### src/rtl/war_pkg.sv
// Package for windowed_ac_rms: fixed field widths, register reset value,
// controller state type and the command and status structs. No dependencies.
package war_pkg;

    localparam int SAMPLE_FIELD_W = 12;
    localparam int RMS_W          = 12;
    localparam int WINDOW_REG_W   = 14;
    localparam int MIN_WINDOW     = 2;
    localparam logic [WINDOW_REG_W-1:0] WINDOW_RESET = 14'd5000;

    typedef enum logic [2:0] {
        ST_IDLE,
        ST_LOAD_A,
        ST_MUL_A,
        ST_LOAD_B,
        ST_MUL_B,
        ST_SQRT,
        ST_DIV,
        ST_EMIT
    } t_state;

    typedef struct packed {
        logic accum;
        logic load_a;
        logic step_a;
        logic load_b;
        logic step_b;
        logic step_sqrt;
        logic step_div;
        logic emit;
    } t_cmd;

    typedef struct packed {
        logic close;
        logic out_busy;
    } t_status;

endpackage

### src/rtl/war_ctrl.sv
// Controller of windowed_ac_rms: state machine and iteration counter that
// sequence the datapath. Depends on war_pkg.
module war_ctrl
    import war_pkg::*;
#(
    parameter int CNT_W = 14,
    parameter int SUM_W = 26
) (
    input  logic    i_clk,
    input  logic    i_rst_n,
    input  logic    i_in_valid,
    input  t_status i_status,
    output logic    o_in_ready,
    output t_cmd    o_cmd
);

    localparam int ITER_W = $clog2(SUM_W);

    t_state r_state, n_state;
    logic [ITER_W-1:0] r_iter, n_iter;
    logic last_a, last_long;

    assign last_a    = (r_iter == ITER_W'(CNT_W - 1));
    assign last_long = (r_iter == ITER_W'(SUM_W - 1));

    always_ff @(posedge i_clk) begin
        if (!i_rst_n) begin
            r_state <= ST_IDLE;
            r_iter  <= '0;
        end else begin
            r_state <= n_state;
            r_iter  <= n_iter;
        end
    end

    always_comb begin
        n_state    = r_state;
        o_cmd      = '0;
        o_in_ready = 1'b0;
        case (r_state)
            ST_IDLE: begin
                o_in_ready = 1'b1;
                if (i_in_valid) begin
                    o_cmd.accum = 1'b1;
                    if (i_status.close) n_state = ST_LOAD_A;
                end
            end
            ST_LOAD_A: begin
                o_cmd.load_a = 1'b1;
                n_state      = ST_MUL_A;
            end
            ST_MUL_A: begin
                o_cmd.step_a = 1'b1;
                if (last_a) n_state = ST_LOAD_B;
            end
            ST_LOAD_B: begin
                o_cmd.load_b = 1'b1;
                n_state      = ST_MUL_B;
            end
            ST_MUL_B: begin
                o_cmd.step_b = 1'b1;
                if (last_long) n_state = ST_SQRT;
            end
            ST_SQRT: begin
                o_cmd.step_sqrt = 1'b1;
                if (last_long) n_state = ST_DIV;
            end
            ST_DIV: begin
                o_cmd.step_div = 1'b1;
                if (last_long) n_state = ST_EMIT;
            end
            ST_EMIT: begin
                // Wait here only while the previous result is still unclaimed.
                if (!i_status.out_busy) begin
                    o_cmd.emit = 1'b1;
                    n_state    = ST_IDLE;
                end
            end
            default: begin
                n_state = ST_IDLE;
            end
        endcase
        n_iter = (n_state != r_state) ? '0 : r_iter + 1'b1;
    end

endmodule

### src/rtl/war_dp.sv
// Datapath of windowed_ac_rms: accumulators, window register, shift-add
// multiplier, digit-by-digit square root, restoring divider and result register.
// Depends on war_pkg.
module war_dp
    import war_pkg::*;
#(
    parameter int MAX_WINDOW = 8192,
    parameter int SB         = 12
) (
    input  logic                      i_clk,
    input  logic                      i_rst_n,
    input  logic                      i_cfg_wen,
    input  logic [WINDOW_REG_W-1:0]   i_cfg_wdata,
    input  logic [SAMPLE_FIELD_W-1:0] i_sample,
    input  t_cmd                      i_cmd,
    input  logic                      i_out_ready,
    output t_status                   o_status,
    output logic                      o_out_valid,
    output logic [RMS_W-1:0]          o_rms_value
);

    localparam int CNT_W = $clog2(MAX_WINDOW + 1);
    localparam int SUM_W = SB + CNT_W;
    localparam int SQ_W  = 2 * SB + CNT_W;
    localparam int D_W   = 2 * SUM_W;
    localparam int R_W   = SUM_W;
    localparam int CMP_W = (CNT_W > WINDOW_REG_W) ? CNT_W : WINDOW_REG_W;

    logic [WINDOW_REG_W-1:0] r_window;
    logic [CNT_W-1:0]        r_count;
    logic [SUM_W-1:0]        r_sum;
    logic [SQ_W-1:0]         r_sq;
    logic [D_W-1:0]          r_acc;
    logic [D_W-1:0]          r_mcand;
    logic [SUM_W-1:0]        r_mplier;
    logic [R_W-1:0]          r_root;
    logic [R_W+1:0]          r_srem;
    logic [CNT_W-1:0]        r_drem;
    logic                    r_out_valid;
    logic [RMS_W-1:0]        r_out_data;

    logic [SB-1:0]    samp;
    logic [2*SB-1:0]  samp_sq;
    logic [CNT_W:0]   count_inc;
    logic [CMP_W-1:0] win_ext, max_ext, eff;
    logic [R_W+3:0]   rem_sh, trial;
    logic             sq_take;
    logic [CNT_W:0]   div_sh, div_n;
    logic             div_take;

    assign samp    = i_sample[SB-1:0];
    assign samp_sq = (2 * SB)'(samp) * (2 * SB)'(samp);

    // Window length clamped to the supported range.
    assign win_ext   = CMP_W'(r_window);
    assign max_ext   = CMP_W'(MAX_WINDOW);
    assign eff       = (win_ext < CMP_W'(MIN_WINDOW)) ? CMP_W'(MIN_WINDOW) :
                       (win_ext > max_ext) ? max_ext : win_ext;
    assign count_inc = {1'b0, r_count} + 1'b1;

    assign o_status.close    = ((CMP_W + 1)'(count_inc) >= {1'b0, eff});
    assign o_status.out_busy = r_out_valid && !i_out_ready;

    // One root digit per cycle: two radicand bits enter the remainder.
    assign rem_sh  = {r_srem, r_acc[D_W-1 -: 2]};
    assign trial   = (R_W + 4)'({r_root, 2'b01});
    assign sq_take = (rem_sh >= trial);

    // One quotient bit per cycle; the root register doubles as the quotient.
    assign div_sh   = {r_drem, r_root[R_W-1]};
    assign div_n    = {1'b0, r_count};
    assign div_take = (div_sh >= div_n);

    always_ff @(posedge i_clk) begin
        if (!i_rst_n) begin
            r_window    <= WINDOW_RESET;
            r_count     <= '0;
            r_sum       <= '0;
            r_sq        <= '0;
            r_out_valid <= 1'b0;
        end else begin
            if (i_cfg_wen) r_window <= i_cfg_wdata;
            if (i_cmd.accum) begin
                r_count <= count_inc[CNT_W-1:0];
                r_sum   <= r_sum + SUM_W'(samp);
                r_sq    <= r_sq + SQ_W'(samp_sq);
            end else if (i_cmd.emit) begin
                r_count <= '0;
                r_sum   <= '0;
                r_sq    <= '0;
            end
            if (i_cmd.emit) begin
                r_out_valid <= 1'b1;
            end else if (i_out_ready) begin
                r_out_valid <= 1'b0;
            end
        end
    end

    always_ff @(posedge i_clk) begin
        if (i_cmd.load_a) begin
            r_acc    <= '0;
            r_mcand  <= D_W'(r_sq);
            r_mplier <= SUM_W'(r_count);
            r_root   <= '0;
            r_srem   <= '0;
            r_drem   <= '0;
        end
        if (i_cmd.load_b) begin
            r_mcand  <= D_W'(r_sum);
            r_mplier <= r_sum;
        end
        if (i_cmd.step_a || i_cmd.step_b) begin
            if (r_mplier[0]) begin
                r_acc <= i_cmd.step_a ? r_acc + r_mcand : r_acc - r_mcand;
            end
            r_mcand  <= {r_mcand[D_W-2:0], 1'b0};
            r_mplier <= {1'b0, r_mplier[SUM_W-1:1]};
        end
        if (i_cmd.step_sqrt) begin
            r_srem <= sq_take ? (R_W + 2)'(rem_sh - trial) : (R_W + 2)'(rem_sh);
            r_root <= {r_root[R_W-2:0], sq_take};
            r_acc  <= {r_acc[D_W-3:0], 2'b00};
        end
        if (i_cmd.step_div) begin
            r_drem <= div_take ? CNT_W'(div_sh - div_n) : div_sh[CNT_W-1:0];
            r_root <= {r_root[R_W-2:0], div_take};
        end
        if (i_cmd.emit) r_out_data <= r_root[RMS_W-1:0];
    end

    assign o_out_valid = r_out_valid;
    assign o_rms_value = r_out_data;

endmodule

### src/rtl/windowed_ac_rms.sv
// Windowed RMS with mean removal: takes one ADC sample per transfer and, when
// the window closes, returns floor(isqrt(N*sum_sq - sum^2) / N). A sample that
// does not close a window is accumulated in the idle state. The closing sample
// starts a sequence in which a one-bit-per-cycle shift-add multiplier forms
// both products, then the square root and the division each take one digit
// per cycle. No sample is taken during that sequence; the result register lets
// a pending result wait while the next window fills. Window lengths of 0 and 1
// act as 2 and lengths above MAX_WINDOW act as MAX_WINDOW. Depends on war_pkg,
// war_ctrl and war_dp.
module windowed_ac_rms
    import war_pkg::*;
#(
    parameter int MAX_WINDOW  = 8192,
    parameter int SAMPLE_BITS = 12
) (
    input  logic                    i_clk,
    input  logic                    i_rst_n,
    input  logic                    i_cfg_wen,
    input  logic [WINDOW_REG_W-1:0] i_cfg_wdata,    // window_length
    input  logic                    i_s_axis_tvalid,
    output logic                    o_s_axis_tready,
    input  logic [15:0]             i_s_axis_tdata, // [11:0] sample, [15:12] zero
    output logic                    o_m_axis_tvalid,
    input  logic                    i_m_axis_tready,
    output logic [15:0]             o_m_axis_tdata  // [11:0] rms_value, [15:12] zero
);

    localparam int SB    = (SAMPLE_BITS < SAMPLE_FIELD_W) ? SAMPLE_BITS : SAMPLE_FIELD_W;
    localparam int CNT_W = $clog2(MAX_WINDOW + 1);
    localparam int SUM_W = SB + CNT_W;

    t_cmd             cmd;
    t_status          status;
    logic [RMS_W-1:0] rms_value;

    war_ctrl #(
        .CNT_W (CNT_W),
        .SUM_W (SUM_W)
    ) u_ctrl (
        .i_clk      (i_clk),
        .i_rst_n    (i_rst_n),
        .i_in_valid (i_s_axis_tvalid),
        .i_status   (status),
        .o_in_ready (o_s_axis_tready),
        .o_cmd      (cmd)
    );

    war_dp #(
        .MAX_WINDOW (MAX_WINDOW),
        .SB         (SB)
    ) u_dp (
        .i_clk       (i_clk),
        .i_rst_n     (i_rst_n),
        .i_cfg_wen   (i_cfg_wen),
        .i_cfg_wdata (i_cfg_wdata),
        .i_sample    (i_s_axis_tdata[SAMPLE_FIELD_W-1:0]),
        .i_cmd       (cmd),
        .i_out_ready (i_m_axis_tready),
        .o_status    (status),
        .o_out_valid (o_m_axis_tvalid),
        .o_rms_value (rms_value)
    );

    assign o_m_axis_tdata = 16'(rms_value);

endmodule

### config.mk
export PLATFORM = sky130hd
export DESIGN_NAME = windowed_ac_rms
export DESIGN_NICKNAME = d
export VERILOG_FILES = /design/src/rtl/war_pkg.sv /design/src/rtl/war_ctrl.sv /design/src/rtl/war_dp.sv /design/src/rtl/windowed_ac_rms.sv
export SDC_FILE = /design/constraint.sdc
export NUM_CORES = 1
export LEC_CHECK = 0
export BUFFER_PORTS_ARGS = -buffer_cell sky130_fd_sc_hd__buf_2
export CAP_MARGIN = 40
export CELL_PAD_IN_SITES_DETAIL_PLACEMENT = 1
export CELL_PAD_IN_SITES_GLOBAL_PLACEMENT = 1
export CORE_ASPECT_RATIO = 0.5
export CORE_MARGIN = 4
export CORE_UTILIZATION = 50
export DETAILED_ROUTE_END_ITERATION = 6
export PLACE_DENSITY = 0.94
export SKIP_CTS_REPAIR_TIMING = 1
export SYNTH_ARGS = -nofsm -noshare
export SYNTH_HDL_FRONTEND = slang
export SYNTH_SLANG_ARGS = --single-unit
### constraint.sdc
create_clock -name i_clk -period 16.4 [get_ports i_clk]
set_input_delay 1.64 -clock i_clk [delete_from_list [all_inputs] [get_ports i_clk]]
set_output_delay 1.64 -clock i_clk [all_outputs]
set_load 0.01 [all_outputs]
==> flow_summary.json, run 1 <==
{
  "outcome": "finished clean",
  "setup_tns_ps": 0,
  "tightest_slew_ps": 1000,
  "drtIter0Drc": 3203,
  "whs_endpoint": "u_dp.o_rms_value[6]",
  "first_pass_iters": 6,
  "grtUsageTotal_pct": 33.6,
  "end_kind": "flop",
  "syn2layout_area_growth_pct": 8.29,
  "crit_type": "in2reg",
  "syn-instance-count": 2779,
  "yosysSeqAreaShare_pct": 32.1,
  "critPathMaxStageDelay_ps": 620,
  "nets": 3089,
  "ys_async_sr_fraction_pct": 0,
  "hold_violations": 0,
  "grt_pass1_wl_mm": 141,
  "hp-class": "reg2reg",
  "cts_tree": "yes",
  "pre_cts_ws_ps": 8080,
  "overflow": 0,
  "fin_worst_skew_ps": 29.0,
  "setup_viol": 0,
  "r2r_cells": 16,
  "die_h_um": 164,
  "startpoint": "i_s_axis_tdata[10]",
  "drv_cap": 0,
  "timing.rr.start": "u_ctrl.r_state[1]",
  "crit_top_cell": "inv_1",
  "path_cells": "buf_2 > and2_1 > inv_1 > fa_1 > inv_1 > fa_1 > inv_1 > fa_1 > inv_1 > fa_1 > inv_1 > fa_1 > inv_1 > ha_1 > nand2_1 > nand3_1 > o21ai_0 > a21oi_1 > a2111oi_0 > dlymetal6s2s_1 > o31ai_1 > clkbuf_2 > nand3_1 > o21ai_0",
  "layout_setup_ws_ps": 8480,
  "fp-row-count": 56,
  "period_share_pct": 48.3,
  "vias_per_cell": 6.90,
  "num_vias": 23600,
  "leakagePower_nw": 11.0,
  "synth_area_um2": 24300,
  "r2r_setup_slack_ps": 10140,
  "start_util_pct": 51.2,
  "clk_pin_slew_ps": 60,
  "gp_congestion": 0.868,
  "worst_setup_path_start_kind": "primary input",
  "clk_latency_ps": 550,
  "fillerInstances": 5474,
  "ys_ff_latch": 311,
  "cts_made_buffers": 34,
  "htree_levels": 2,
  "ant_nets": 0,
  "fin_util_pct": 55.5,
  "wl_per_cell_um": 27.3,
  "drive_above_1_share_pct": 5.67,
  "ios": 53,
  "cp_slowest_cell": "o31ai_1",
  "required_ps": 16820,
  "place.port_buffers": 44,
  "core_area_um2": 47400,
  "grt_pass1_vias": 25100,
  "whs_path_depth": 0,
  "antenna_found_initial": 0,
  "finalCriticalPeriod_ps": 7920,
  "die_x_um": 319,
  "diodes": 0,
  "drc": 0,
  "dp_hpwl_mm": 56.1,
  "clockBufferDepth": 3,
  "rsz0062_at_grt": "false",
  "wirelength_mm": 93.5,
  "slew_headroom_pct": 32.6,
  "grt_max_degree": 81,
  "cp_max_fo": 14,
  "yosys_most_used_dff": "edfxtp_1",
  "yosysWarningCount": 0,
  "fp.dieArea_um2": 52300,
  "synth_edf_count": 156,
  "timing.fmax_ghz": 0.126,
  "finalMaxSlewViolations": 0,
  "hp-start": "u_dp.r_root[6]",
  "reg2reg_to": "u_dp.r_acc[48]",
  "ys_types": 86,
  "avgSynthCellArea_um2": 8.73,
  "cts_root_buffer": "clkbuf_16",
  "pwr_density_cell_nw_per_um2": 126,
  "cts_sinks": 311,
  "ir_drop_mv": 0.136,
  "arrival_ps": 8340
}
-- cell usage in the layout, fill, tap and decap left out, types with 11 or more instances in the layout --
cell type and n:
nand2_1 301, xnor2_1 124, inv_1 249, nand4_1 24
a221oi_1 27, a22o_1 11, a21oi_1 238, and3_1 15
buf_4 19, a211oi_1 32, nor4_1 16, clkbuf_16 36
o211ai_1 15, and2_1 71, nor2_1 187, dfxtp_1 155
edfxtp_1 156, fa_1 102, nor2b_1 47, mux2i_1 43
nand3_1 61, o21ai_0 168, o21bai_1 19, nor3_1 34
a21o_1 43, nand2b_1 25, a31oi_1 14, xor2_1 63
o31ai_1 17, or3_1 19, ha_1 189, o21a_1 19
a22oi_1 45, buf_2 44
-- cell type report --
type | instances | area, um^2 | share of cell area [%]
multi-input combinational | 2089 | 15100 | 57.3
sequential | 311 | 7790 | 29.6
clock buffer | 44 | 951 | 3.62
inverter | 252 | 946 | 3.60
tap | 638 | 798 | 3.04
timing repair buffer | 75 | 599 | 2.28
clock inverter | 15 | 131 | 0.500
-- cell usage after synthesis (8+ instances only) --
cell type,count,share of area [%]
a21oi_1,238,4.9
ha_1,189,9.7
and2_1,73,1.9
xnor2_1,124,4.5
edfxtp_1,156,19
nand2_1,302,4.7
a22o_1,11,0.40
a21o_1,43,1.3
a22oi_1,45,1.4
a211oi_1,32,0.99
o211ai_1,15,0.46
a31oi_1,14,0.36
o21bai_1,19,0.59
fa_1,102,8.4
nand4_1,24,0.62
nand2b_1,25,0.64
a221oi_1,27,0.97
and3_1,15,0.39
inv_1,249,3.9
o41ai_1,9,0.33
mux2i_1,43,1.8
o21ai_0,168,3.5
o31ai_1,17,0.53
or4_1,9,0.28
nor4_1,16,0.41
nor2b_1,47,1.2
o21a_1,19,0.59
nand3_1,61,1.3
xor2_1,63,2.3
clkbuf_1,111,1.7
nor2_1,190,2.9
nor3_1,35,0.72
dfxtp_1,155,13
buf_1,8,0.12
or3_1,19,0.49
-- worst max-delay path, delay by kind of cell --
family | cells | cell delay [ps]
adder cells (fa/ha/maj) | 6 | 3090
AO/OA/AOI/OAI | 5 | 1790
AND/OR/NAND/NOR | 4 | 600
buffers and inverters | 9 | 1220
-- per-layer routing --
| layer | track usage (%) | up-vias | share of wire [%] |
|---|---|---|---|
| met2 | 58.5 | 1817 | 47 |
| li1 | - | 9674 | - |
| met4 | 18.4 | 0 | 7.1 |
| met3 | 7.14 | 625 | 9.7 |
| met5 | 0 | - | 0 |
| met1 | 39.1 | 11500 | 36 |
-- logic make-up (layout without fill, tap and decap cells) --
| group | Yosys count | in the layout | share of synthesized area [%] |
|---|---|---|---|
| AO/OA/AOI/OAI | 716 | 716 | 18.5 |
| adder cells (fa/ha/maj) | 291 | 291 | 18.2 |
| other | 1 | 4 | 0.0155 |
| buffers and inverters | 382 | 386 | 6.01 |
| flip-flops | 311 | 311 | 32.1 |
| multiplexers | 44 | 44 | 1.82 |
| AND/OR/NAND/NOR | 847 | 847 | 16.6 |
| XOR/XNOR | 187 | 187 | 6.75 |
-- power by group --
group	total (mW)	switching (mW)	internal, mW
Combinational	1.60	0.995	0.602
Sequential	0.910	0.0563	0.854
Clock	0.810	0.367	0.443
Total	3.32	1.42	1.90
-- worst max path at each step --
stage / end / slack [ps] / depth (start not counted)
4_1_cts: u_dp.r_sq[27] / 8520 / 24
6_report: u_dp.r_sq[30] / 8480 / 24
3_5_place_dp: u_dp.r_sq[29] / 8080 / 24
2_1_floorplan: u_dp.r_sq[32] / 9200 / 22
3_3_place_gp: u_dp.r_sq[32] / 8420 / 22
5_1_grt: u_dp.r_sq[30] / 8180 / 24
-- per-stage QoR --
step	std cells	total power [mW]	hold WS [ps]	area, um^2
floorplan	2782	1.98	426	24300
detailed placement	3360	2.36	434	25100
finish	3424	3.32	447	26300
global route	3424	3.48	458	26300
CTS	3419	3.23	449	26200
global placement	3352	2.20	432	24900
-- state kept, by name, summed over array words and instances (netlist names) --
signal,cells
u_dp.r_mcand,52
u_ctrl.r_iter,5
u_dp.r_count,14
u_ctrl.r_state,3
u_dp.r_acc,52
u_dp.r_srem,28
u_dp.r_sum,26
u_dp.r_root,26
u_dp.r_mplier,26
u_dp.o_out_valid,1
u_dp.r_window,14
u_dp.o_rms_value,12
u_dp.r_drem,14
u_dp.r_sq,38
Power figures use the tool's default switching activity.
==> run 2: changes to the inputs <==
==> constraint.sdc (replaced) <==
create_clock -name i_clk -period 8 [get_ports i_clk]
set_input_delay 0.8 -clock i_clk [delete_from_list [all_inputs] [get_ports i_clk]]
set_output_delay 0.8 -clock i_clk [all_outputs]
set_load 0.01 [all_outputs]
==> run 2 against run 1 <==
Compared with the run above: via count decreased by 3.6%; utilization about the same; flip-flop and latch count unchanged; sequential power increased by 100%; non-clock buffer count decreased by 3; worst hold slack improved by 7.8 ps; cell count about the same; register-to-register slack got worse by 8300 ps; critical path depth decreased by 2; largest cell class unchanged.
==> flow_summary.json, run 2 (same netlist as run 1, synthesis figures left out) <==
{
  "outcome": "finished clean",
  "place.port_buffers": 44,
  "gp_congestion": 0.897,
  "dpl_cell_area_um2": 25200,
  "setup_tns_ps": 0,
  "clockBufferDepth": 3,
  "cts_tree": "yes",
  "num_vias": 22800,
  "setup_viol": 0,
  "grt_max_degree": 70,
  "antenna_found_initial": 2,
  "ir_drop_mv": 0.217,
  "drv_cap": 0,
  "p_int_mw": 3.94,
  "timing.fmax_ghz": 0.140,
  "layout.cells.most_common": "nand2_1",
  "core_area_um2": 47400,
  "cts_sinks": 311,
  "die_x_um": 319,
  "pre_cts_ws_ps": 607,
  "drc": 0,
  "syn2layout_area_growth_pct": 8.39,
  "grt_pass1_wl_mm": 139,
  "first_pass_iters": 6,
  "p_seq_share_pct": 27.9,
  "cts_root_buffer": "clkbuf_16",
  "overflow": 0,
  "drtIter0Drc": 2697,
  "clk_latency_ps": 560,
  "drive_above_1_share_pct": 5.46,
  "finalCriticalPeriod_ps": 7130,
  "hold_violations": 0,
  "p_sw_mw": 2.73,
  "worst_setup_path_start_kind": "primary input",
  "dp_hpwl_mm": 55.6,
  "fp-row-count": 56,
  "htree_levels": 2,
  "top_regs": "u_dp.r_acc x52, u_dp.r_mcand x52, u_dp.r_sq x38",
  "cts_made_buffers": 34,
  "start_util_pct": 51.2,
  "arrival_ps": 7600,
  "cp_max_fo": 12,
  "required_ps": 8470,
  "ios": 53,
  "fin_worst_skew_ps": 36.1,
  "final_area_um2": 26300,
  "fp.dieArea_um2": 52300,
  "tightest_slew_ps": 988,
  "ant_nets": 0,
  "leakagePower_nw": 11.0,
  "clockPowerShare_pct": 25.5,
  "pwr_density_cell_nw_per_um2": 254,
  "finalMaxSlewViolations": 0,
  "hp-class": "reg2reg",
  "pwr-share-comb_pct": 46.5,
  "layout_setup_ws_ps": 869,
  "vias_per_cell": 6.65,
  "grtUsageTotal_pct": 33.2,
  "nets": 3086,
  "fin_util_pct": 55.5,
  "cp_slowest_cell": "a2111oi_0",
  "switching_share_pct": 40.9,
  "period_share_pct": 89.1,
  "die_h_um": 164,
  "wl_per_cell_um": 25.7,
  "clk_pin_slew_ps": 60,
  "grt_pass1_vias": 24700,
  "fillerInstances": 5531,
  "end_kind": "flop",
  "rsz0062_at_grt": "false",
  "path_cells": "buf_2 > inv_1 > nor2_1 > inv_1 > fa_1 > fa_1 > inv_1 > fa_1 > fa_1 > inv_1 > fa_1 > inv_1 > ha_1 > a21o_1 > a32o_1 > a31oi_1 > a21oi_1 > a2111oi_0 > nor2_1 > a41oi_1 > mux2_2 > nor2_1",
  "wirelength_mm": 87.9,
  "crit_type": "in2reg",
  "critPathMaxStageDelay_ps": 870,
  "final_cell_mix": "nand2_1 (301), inv_1 (249), a21oi_1 (238)",
  "slew_headroom_pct": 33.6
}
run 2: power by group through the flow:
stage	combinational [mW]	clock, mW	sequential [mW]
after CTS	3.07	1.69	1.85
after floorplan	2.23	0	1.83
after detailed placement	2.95	0	1.88
final	3.10	1.70	1.86
after global routing	3.47	1.76	1.86
after global placement	2.65	0	1.87
run 2: per-stage QoR:
stage          cells  power [mW]  hold WS (ps)
6_report        3421        6.67           455
5_1_grt         3421        7.09           466
4_1_cts         3420        6.61           459
3_5_place_dp    3362        4.83           441
3_3_place_gp    3351        4.52           432
2_1_floorplan   2782        4.06           426
run 2: worst paths after layout:
check / from / end / slack (ps) / depth (start not counted)
worst max-delay path: i_s_axis_tdata[7] / u_dp.r_sq[32] / 870 / 22
worst min-delay path: u_dp.r_root[5] / u_dp.o_rms_value[5] / 450 / 0
worst max register to register: u_ctrl.r_state[1] / u_dp.r_acc[30] / 1870 / 16
worst min register to register: u_dp.r_root[5] / u_dp.o_rms_value[5] / 450 / 0
run 2: area by class of cell:
| type | instances | area, um^2 | share of cell area, % |
|---|---|---|---|
| Tap cell | 638 | 798 | 3.04 |
| Sequential cell | 311 | 7790 | 29.6 |
| Timing Repair Buffer | 72 | 591 | 2.25 |
| Inverter | 252 | 946 | 3.60 |
| Clock inverter | 10 | 185 | 0.704 |
| Antenna cell | 1 | 2.50 | 0.00952 |
| Clock buffer | 48 | 923 | 3.51 |
| Multi-Input combinational cell | 2089 | 15100 | 57.3 |
run 2: routing by layer:
metal | GRT usage, % | vias to the layer above | part of all wire, %
met5 | 0 | - | 0.015
li1 | - | 9684 | -
met3 | 6.35 | 454 | 8.7
met1 | 39.1 | 11200 | 38
met2 | 58.3 | 1455 | 48
met4 | 17.2 | 2 | 5.5
run 2: critical path, delay by kind of cell:
family / cells / cell delay [ps]
compound gates: 6 / 2120
fa+ha+maj: 6 / 2980
mux: 1 / 370
buf+inv: 6 / 740
simple gates: 3 / 600
